`src/hdl/ipv4_prefix_ban_filter_macros.svh`:
```
// Assertion macros shared by the filter RTL.
// Depends on clk_i and rst_ni being present in the module that uses them.
`ifndef IPV4_PREFIX_BAN_FILTER_MACROS_SVH
`define IPV4_PREFIX_BAN_FILTER_MACROS_SVH

`define IPB_ASSERT(lbl, prop, msg) \
  lbl: assert property (@(posedge clk_i) disable iff (!rst_ni) prop) else $error(msg);

`define IPB_ASSERT_RST(lbl, prop, msg) \
  lbl: assert property (@(posedge clk_i) prop) else $error(msg);

`endif

```
`src/hdl/ipb_pkg.sv`:
```
// Package for the IPv4 prefix ban filter: sizes, codes, types and helpers.
// No dependencies.
`timescale 1ns / 1ps

package ipb_pkg;

  localparam int GLOBAL_SLOTS   = 64;
  localparam int HOST_SLOTS     = 64;
  localparam int DIRECTED_SLOTS = 128;
  localparam int NUM_STATS      = 4;

  localparam int MAX_SLOTS_GH = (GLOBAL_SLOTS > HOST_SLOTS) ? GLOBAL_SLOTS : HOST_SLOTS;
  localparam int MAX_SLOTS = (MAX_SLOTS_GH > DIRECTED_SLOTS) ? MAX_SLOTS_GH : DIRECTED_SLOTS;
  localparam int SLOT_W = $clog2((MAX_SLOTS > 1) ? MAX_SLOTS : 2);

  localparam logic [2:0] MODE_PACKET      = 3'd0;
  localparam logic [2:0] MODE_WR_GLOBAL   = 3'd1;
  localparam logic [2:0] MODE_WR_HOST     = 3'd2;
  localparam logic [2:0] MODE_WR_DIRECTED = 3'd3;
  localparam logic [2:0] MODE_RD_STAT     = 3'd4;

  localparam logic [1:0] STAT_DROPPED    = 2'd0;
  localparam logic [1:0] STAT_PASSED     = 2'd1;
  localparam logic [1:0] STAT_EXPIRED    = 2'd2;
  localparam logic [1:0] STAT_NOT_TARGET = 2'd3;

  localparam logic [5:0]  MAX_PLEN  = 6'd32;
  localparam logic [15:0] IPV4_TYPE = 16'h0800;

  typedef enum logic [2:0] {
    RSN_NOT_IPV4,
    RSN_GLB_DROP,
    RSN_GLB_EXPIRED,
    RSN_NOT_TARGET,
    RSN_NO_DIRECTED,
    RSN_DIR_EXPIRED,
    RSN_DIR_DROP,
    RSN_DONE
  } reason_e;

  typedef enum logic [2:0] {
    ST_IDLE,
    ST_GLB,
    ST_GLB_END,
    ST_HOST,
    ST_HOST_END,
    ST_DIR,
    ST_DIR_END,
    ST_FIN
  } state_e;

  typedef struct packed {
    logic [15:0] tid;
    logic [5:0]  len;
    logic [31:0] addr;
    logic [63:0] expiry;
    logic [31:0] rule;
    logic [63:0] hits;
  } body_t;

  typedef struct packed {
    logic [2:0]  mode;
    logic        frame_ok;
    logic [15:0] ether_type;
    logic [31:0] src_addr;
    logic [31:0] dst_addr;
    logic [63:0] now_ns;
    logic [7:0]  entry_index;
    logic        entry_valid;
    logic [5:0]  prefix_len;
    logic [15:0] host_tag;
    logic [63:0] expiry_ns;
    logic [31:0] rule_number;
  } req_t;

  typedef struct packed {
    logic        verdict;
    reason_e     reason;
    logic [31:0] rule;
    logic [63:0] count;
  } res_t;

  function automatic logic [63:0] sat_inc(input logic [63:0] v);
    return (v == '1) ? v : v + 64'd1;
  endfunction

  function automatic logic prefix_hit(input logic [31:0] a, input logic [31:0] p,
                                      input logic [5:0] len);
    logic [31:0] mask;
    mask = (len >= MAX_PLEN) ? 32'hFFFF_FFFF : ~(32'hFFFF_FFFF >> len);
    return ((a ^ p) & mask) == 32'd0;
  endfunction

endpackage

```
`src/hdl/ipb_cell.sv`:
```
// One table slot of a rotating rule ring: holds an entry and passes it to its neighbor.
// Depends on ipb_pkg.
`timescale 1ns / 1ps

module ipb_cell import ipb_pkg::*; (
  input  logic  clk_i,
  input  logic  rst_ni,
  input  logic  shift_i,
  input  logic  shift_valid_i,
  input  body_t shift_body_i,
  input  logic  wr_i,
  input  logic  wr_valid_i,
  input  body_t wr_body_i,
  input  logic  inc_i,
  output logic  valid_o,
  output body_t body_o
);

  logic  valid_q;
  body_t body_q;

  always_ff @(posedge clk_i or negedge rst_ni) begin
    if (!rst_ni) begin
      valid_q <= 1'b0;
    end else if (wr_i) begin
      valid_q <= wr_valid_i;
    end else if (shift_i) begin
      valid_q <= shift_valid_i;
    end
  end

  always_ff @(posedge clk_i) begin
    if (wr_i) begin
      body_q <= wr_body_i;
    end else if (shift_i) begin
      body_q <= shift_body_i;
    end else if (inc_i) begin
      body_q.hits <= sat_inc(body_q.hits);
    end
  end

  assign valid_o = valid_q;
  assign body_o  = body_q;

endmodule

```
`config.mk`:
```
export PLATFORM = sky130hd
export DESIGN_NAME = ipb_cell
export DESIGN_NICKNAME = d
export VERILOG_FILES = /design/src/hdl/ipv4_prefix_ban_filter_macros.svh /design/src/hdl/ipb_pkg.sv /design/src/hdl/ipb_cell.sv
export SDC_FILE = /design/constraint.sdc
export NUM_CORES = 1
export LEC_CHECK = 0
export ABC_CLOCK_PERIOD_IN_PS = 3200
export BUFFER_PORTS_ARGS = -buffer_cell sky130_fd_sc_hd__buf_4
export CAP_MARGIN = 30
export CORE_AREA = 2 2 251 253
export DETAILED_ROUTE_END_ITERATION = 8
export DIE_AREA = 0 0 253 255
export GPL_ROUTABILITY_DRIVEN = 0
export PLACE_DENSITY = 0.38
export SLEW_MARGIN = 20
export SYNTH_ARGS = -nofsm -noshare
export SYNTH_HDL_FRONTEND = slang
export SYNTH_SLANG_ARGS = --single-unit
```
`constraint.sdc`:
```
create_clock -name clk_i -period 3.2 [get_ports clk_i]
set_input_delay 0.64 -clock clk_i [delete_from_list [all_inputs] [get_ports clk_i]]
set_output_delay 0.64 -clock clk_i [all_outputs]
set_load 0.05 [all_outputs]
```
==> key figures, run 1 <==
Status
  • Outcome: finished, final reports clean

Pwr
  • PD cells: 534 mW/mm²
  • Sw frac: 0.344
  • Total power: 9370 µW
  • Power share of the sequential group: 0.391
  • Peak supply drop: 0.411 mV
  • Net switching power: 3220 µW
  • Comb pwr share: 0.282
  • Part of the power in the clock network: 0.327
  • Internal power: 6150 µW
  • Leakage Power: 0.00727 µW

Synthesis
  • Top FF cell, synth: edfxtp_1
  • Sequential cell area fraction in the yosys report: 0.604
  • Largest cells by area after synthesis: edfxtp_1 60%, mux2_2 16%, xor2_1 2.8%
  • Number of synthesized flops with an enable pin: 214
  • Asr flop ratio synth: 0.00465
  • Area leader, netlist: edfxtp_1
  • Synth unique cells: 44
  • Area share of the largest cell type after synthesis: 0.602
  • Syn avg cell area: 13.7 µm²
  • Cell Area, Synth: 0.0107 mm²
  • #FFs+latches synth: 215
  • Top post-synthesis cells by count: 214 x edfxtp_1, 152 x mux2_2, 54 x nand2_1
  • Most common cell in the netlist: edfxtp_1
  • Syn Nets: 1217
  • YS warnings: 0
  • Syn Inst Count: 781

Routing
  • Remaining DRCs: 0
  • Routed WL: 50.8 mm
  • Met2 WL post-DR: 26.6 mm
  • 1st-iter DRT viols: 372
  • Max Used Layer: met5
  • Antenna viol nets, final: 0
  • M1 WL: 17.5 mm
  • Via density: 4.05
  • DR pass1 iterations: 4
  • Met3 WL: 5.63 mm
  • Vias: 9182
  • Routed len/inst: 22.4 µm

Run
  • Max-cap check violation count: 0

Clock network
  • CTS root buf: clkbuf_16
  • Clk buf depth: 3
  • Clock transition at path regs: 0.05 ns
  • H-tree lvl count: 1
  • Clk_lat worst skew: 0.59 ns
  • CTS resizes: 0
  • TritonCTS clock tree: built
  • Num CTS Buffers: 30
  • CTS sink count: 215

Setup path
  • Crit Path Class: flop to flop
  • CP startpoint: body_o[0]$_DFFE_PP_
  • R2R Path End: body_o[24]$_DFFE_PP_
  • FF-to-FF Start: body_o[0]$_DFFE_PP_
  • Setup crit start kind: flop
  • Critical Path Fanout Max: 42
  • CP required: 3.49 ns
  • R2R depth: 8
  • Worst Setup EP: body_o[24]$_DFFE_PP_
  • Worst setup EP type: flop
  • Arrival time worst endpoint: 3.00 ns
  • R2R Setup Slk: 0.49 ns

Floorplan
  • Core Rows: 92
  • Initial Util: 0.172
  • Core box area: 0.0622 mm²
  • Die W: 253 µm
  • Die height: 255 µm
  • Io pins: 650
  • Die area: 0.0645 mm²

Placement
  • DP HPWL: 40.5 mm
  • Input/output buffers: 649
  • Dpl cells: 2210

Timing
  • Max-Slew Margin vs Limit: 0.588
  • Final setup TNS: 0 ns
  • Worst-Margin Slew: 0.618 ns
  • Fin. Hold Viols: 0
  • Period utilisation layout: 0.848
  • Final worst path period need: 2.71 ns
  • Clock skew: 0.0250 ns
  • Setup violators final: 0
  • Unrepaired setup endpoints after global routing: no
  • Hold slack: 0.285 ns
  • Maximum clock frequency: 0.368 GHz
  • Pins Over Slew Limit: 0

Global routing
  • Initial antenna violation count: 14
  • First-pass GRT wire length: 68.9 mm
  • Vias in the first global route: 9605
  • Largest net degree at the start of global routing: 105
  • Gr usage total: 0.148
  • Gr ovfl total: 0

Cells and area
  • Area grow syn2layout: 64.2%
  • Multi-input logic area: 0.00404 mm²
  • Final non-filler cell total: 2267
  • Share of cells above drive strength 1: 0.601
  • Layout Nets: 1880
  • Register area: 0.00645 mm²
  • Final Util: 0.282
  • Fillers: 6548

Worst hold path
  • Hold Crit Class: input pin to flop
## sequential cells by signal (all words and copies together), names as in the netlist
signal / cells
valid_o: 1
body_o: 214
## per-layer routing
layer | global-route usage | vias up
met5 | 0 | -
met4 | 0.0323 | 12
met3 | 0.0717 | 62
met2 | 0.274 | 405
met1 | 0.150 | 4367
li1 | - | 4336
## stage by stage
| stage | setup slack (ns) | cell area, µm² |
|---|---|---|
| global placement | 0.421 | 16600 |
| detailed placement | 0.462 | 16600 |
| global route | 0.202 | 17500 |
| CTS | 0.407 | 17500 |
| floorplan | 0.204 | 10700 |
| finish | 0.485 | 17500 |
## cell type report
cell class                 count  share of cell area
sequential                   215               0.368
timing repair buffer         672               0.292
multi-input combinational    516               0.230
tap                          799              0.0570
clock buffer                  37              0.0443
clock inverter                13             0.00521
inverter                       9             0.00221
antenna                        6            0.000856
## cells in the final DEF (no fill, tap or decap), types with 9 or more instances in the layout
| master | Yosys | layout |
|---|---|---|
| a21oi_1 | 30 | 30 |
| a22oi_1 | 21 | 21 |
| buf_4 | 1 | 664 |
| clkbuf_16 | 0 | 30 |
| edfxtp_1 | 214 | 214 |
| mux2_2 | 152 | 152 |
| mux2i_1 | 11 | 11 |
| nand2_1 | 54 | 53 |
| nand3_1 | 21 | 21 |
| nand4_1 | 19 | 19 |
| nor2_1 | 28 | 28 |
| o21ai_0 | 42 | 42 |
| o21ai_1 | 9 | 9 |
| o22ai_1 | 15 | 15 |
| xnor2_1 | 26 | 26 |
| xor2_1 | 34 | 34 |
## power groups by stage
stage	clock network [µW]	registers [µW]	logic, µW
6_report	3060	3660	2640
4_1_cts	3180	3660	2680
2_1_floorplan	0	4770	434
3_5_place_dp	0	3710	2680
3_3_place_gp	0	3710	2690
5_1_grt	3270	3700	2770
## cell families after synthesis
group                    after synthesis  share of synthesized area
flip-flops                           215                      0.604
buffers and inverters                 50                     0.0182
XOR/XNOR                              60                     0.0492
AO/OA/AOI/OAI                        120                     0.0645
multiplexers                         163                      0.171
adder cells (fa/ha/maj)                1                    0.00117
AND/OR/NAND/NOR                      172                     0.0920
## timing repair
action	4_1_cts	5_1_grt
hold buffers	1	0
setup buffers	0	0
endpoints found under the hold margin	1	0
## worst min path at each step
stage / startpoint / to / slack, ns / depth (start not counted)
final: wr_valid_i / valid_o$_DFFE_PN0P_ / 0.28 / 3
after global routing: wr_valid_i / valid_o$_DFFE_PN0P_ / 0.26 / 3
after CTS: wr_valid_i / valid_o$_DFFE_PN0P_ / 0.26 / 3
after detailed placement: rst_ni / valid_o$_DFFE_PN0P_ / 0.42 / 1
after global placement: rst_ni / valid_o$_DFFE_PN0P_ / 0.42 / 1
after floorplan: rst_ni / valid_o$_DFFE_PN0P_ / 0.34 / 0
## worst max-delay path, stage by stage (launching register included)
cell	delay [ns]
edfxtp_1	0.43
ha_1	0.22
nand3_1	0.24
nor2_1	0.27
and4_1	0.28
nand2_1	0.06
o21ai_0	0.30
nand2_4	0.28
buf_12	0.27
Note: power is estimated with default switching activity, not from simulation.
==> inputs of run 2 (changes only) <==
--- a/config.mk
+++ b/config.mk
@@ -5,14 +5,14 @@
 export SDC_FILE = /design/constraint.sdc
 export NUM_CORES = 1
 export LEC_CHECK = 0
-export ABC_CLOCK_PERIOD_IN_PS = 3200
+export ABC_CLOCK_PERIOD_IN_PS = 2700
 export BUFFER_PORTS_ARGS = -buffer_cell sky130_fd_sc_hd__buf_4
 export CAP_MARGIN = 30
-export CORE_AREA = 2 2 251 253
+export CORE_AREA = 2 2 253 255
 export DETAILED_ROUTE_END_ITERATION = 8
-export DIE_AREA = 0 0 253 255
+export DIE_AREA = 0 0 255 257
 export GPL_ROUTABILITY_DRIVEN = 0
-export PLACE_DENSITY = 0.38
+export PLACE_DENSITY = 0.37
 export SLEW_MARGIN = 20
 export SYNTH_ARGS = -nofsm -noshare
 export SYNTH_HDL_FRONTEND = slang
==> constraint.sdc (replaced) <==
create_clock -name clk_i -period 2.7 [get_ports clk_i]
set_input_delay 0.54 -clock clk_i [delete_from_list [all_inputs] [get_ports clk_i]]
set_output_delay 0.54 -clock clk_i [all_outputs]
set_load 0.05 [all_outputs]
==> key figures, run 2 (synthesis results as in run 1) <==
Setup path
  • CP required: 3.02 ns (was 3.49 ns)
  • Arrival time worst endpoint: 2.75 ns (was 3.00 ns)
  • Worst setup EP type: flop (unchanged)
  • Setup crit start kind: flop (unchanged)
  • Crit Path Class: flop to flop (unchanged)
  • Critical Path Fanout Max: 7 (was 42)

Timing
  • Maximum clock frequency: 0.413 GHz (was 0.368 GHz)
  • Fin. Hold Viols: 0 (unchanged)
  • Final Worst Setup Slack: 0.278 ns (was 0.485 ns)
  • Worst-Margin Slew: 0.536 ns (was 0.618 ns)
  • Clock skew: 0.00755 ns (was 0.0250 ns)
  • Period utilisation layout: 0.897 (was 0.848)
  • Final worst path period need: 2.42 ns (was 2.71 ns)
  • Pins Over Slew Limit: 0 (unchanged)
  • Max-Slew Margin vs Limit: 0.642 (was 0.588)
  • Unrepaired setup endpoints after global routing: no (unchanged)
  • Hold slack: 0.170 ns (was 0.285 ns)
  • Final setup TNS: 0 ns (unchanged)
  • Setup violators final: 0 (unchanged)

Clock network
  • Clk buf depth: 3 (unchanged)
  • Setup bufs post-CTS: 0 (unchanged)
  • CTS root buf: clkbuf_16 (unchanged)
  • Clk_lat worst skew: 0.58 ns (was 0.59 ns)
  • H-tree lvl count: 1 (unchanged)
  • CTS sink count: 215 (unchanged)
  • TritonCTS clock tree: built (unchanged)
  • Clock transition at path regs: 0.06 ns (was 0.05 ns)
  • Num CTS Buffers: 30 (unchanged)

Worst hold path
  • Hold Crit Class: input pin to flop (unchanged)

Cells and area
  • Layout Nets: 1894 (was 1880)
  • Final non-filler cell total: 2334 (was 2267)
  • Share of cells above drive strength 1: 0.606 (was 0.601)
  • Max reg flops: 214 (unchanged)
  • Most common cell after layout, fill and taps aside: buf_4 (unchanged)
  • Commonest cells after routing, fill and taps aside: 673 x buf_4, 214 x edfxtp_1, 152 x mux2_2 (was 664 x buf_4, 214 x edfxtp_1, 152 x mux2_2)
  • Area grow syn2layout: 67.2% (was 64.2%)

Routing
  • Via density: 3.99 (was 4.05)
  • 1st-iter DRT viols: 380 (was 372)
  • Vias: 9302 (was 9182)
  • DR pass1 iterations: 4 (unchanged)
  • Antenna viol nets, final: 0 (unchanged)
  • Remaining DRCs: 0 (unchanged)
  • Routed len/inst: 22.5 µm (was 22.4 µm)
  • Routed WL: 52.4 mm (was 50.8 mm)

Placement
  • Input/output buffers: 649 (unchanged)
  • DP Worst Slack: 0.262 ns (was 0.462 ns)
  • DP HPWL: 42.6 mm (was 40.5 mm)
  • Dpl cells: 2271 (was 2210)

Global routing
  • Gr usage total: 0.152 (was 0.148)
  • Gr ovfl total: 0 (unchanged)
  • Vias in the first global route: 10000 (was 9605)
  • First-pass GRT wire length: 71.9 mm (was 68.9 mm)
  • Initial antenna violation count: 13 (was 14)
  • Largest net degree at the start of global routing: 65 (was 105)

Floorplan
  • Core Rows: 92 (unchanged)
  • Die height: 257 µm (was 255 µm)
  • Die area: 0.0655 mm² (was 0.0645 mm²)
  • Die W: 255 µm (was 253 µm)
  • Core box area: 0.0627 mm² (was 0.0622 mm²)
  • Io pins: 650 (unchanged)
  • Initial Util: 0.170 (was 0.172)

Pwr
  • Peak supply drop: 0.551 mV (was 0.411 mV)
  • Leakage Power: 0.00740 µW (was 0.00727 µW)
  • PD cells: 634 mW/mm² (was 534 mW/mm²)

Status
  • Outcome: finished, final reports clean (unchanged)

Run
  • Max-cap check violation count: 0 (unchanged)
==> run 2: cell count changes in the layout (fill, tap and decap cells not counted), moves of 2 or more <==
cell | before | now
nor2_2 | 0 | 2
clkinv_1 | 6 | 9
bufinv_16 | 0 | 2
buf_12 | 5 | 11
nor2_1 | 28 | 26
clkinvlp_4 | 3 | 0
diode_2 | 6 | 9
buf_4 | 664 | 673
==> run 2: routing by layer <==
| layer | vias to the layer above | part of all wire | track usage |
|---|---|---|---|
| li1 | 4377 | - | - |
| met1 | 4461 | 0.35 | 0.162 |
| met3 | 58 | 0.11 | 0.0660 |
| met5 | - | 0.00050 | 0 |
| met2 | 402 | 0.51 | 0.272 |
| met4 | 4 | 0.025 | 0.0419 |
==> run 2: metrics by stage <==
stage	power, µW	utilization	area, µm²
3_3_place_gp	7620	0.269	16900
5_1_grt	11800	0.284	17800
3_5_place_dp	7610	0.269	16900
2_1_floorplan	6170	-	10700
4_1_cts	11500	0.284	17800
6_report	11300	0.285	17800
==> run 2: final timing paths <==
path	from	endpoint	slack, ns	cells past startpoint
worst min-delay path	wr_valid_i	valid_o$_DFFE_PN0P_	0.17	3
worst max-delay path	body_o[26]$_DFFE_PP_	body_o[44]$_DFFE_PP_	0.28	6
min in group asynchronous	rst_ni	valid_o$_DFFE_PN0P_	0.34	2
worst max register to register	body_o[26]$_DFFE_PP_	body_o[44]$_DFFE_PP_	0.28	6
max in group asynchronous	rst_ni	valid_o$_DFFE_PN0P_	2.28	2
worst min register to register	valid_o$_DFFE_PN0P_	valid_o$_DFFE_PN0P_	0.58	2
==> run 2: critical path, stage by stage (launching register included) <==
cell and delay [ns]:
edfxtp_1 0.44, and4_4 0.29, nand2_4 0.09, or4_1 0.71, o31a_1 0.36, o31ai_1 0.20, o21ai_1 0.08
==> run 2: timing repair <==
| action | CTS | global route |
|---|---|---|
| resized for setup | 0 | 0 |
| setup endpoints to repair | 0 | 0 |
| hold endpoints to repair | 1 | 0 |
| hold buffers | 1 | 0 |
==> run 2: area by class of cell <==
| cell class | count | area, µm² |
|---|---|---|
| clock inverters | 15 | 140 |
| clock buffers | 38 | 781 |
| flip-flops and latches | 215 | 6450 |
| multi-input cells | 516 | 4060 |
| repair buffers | 686 | 5300 |
| well taps | 846 | 1060 |
| fillers | 6561 | 44900 |
| diodes | 9 | 22.5 |
| inverters | 9 | 38.8 |
==> run 2: power breakdown <==
group	internal, µW	switching [µW]
sequential	4110	231
clock	2220	1580
combinational	1180	2000
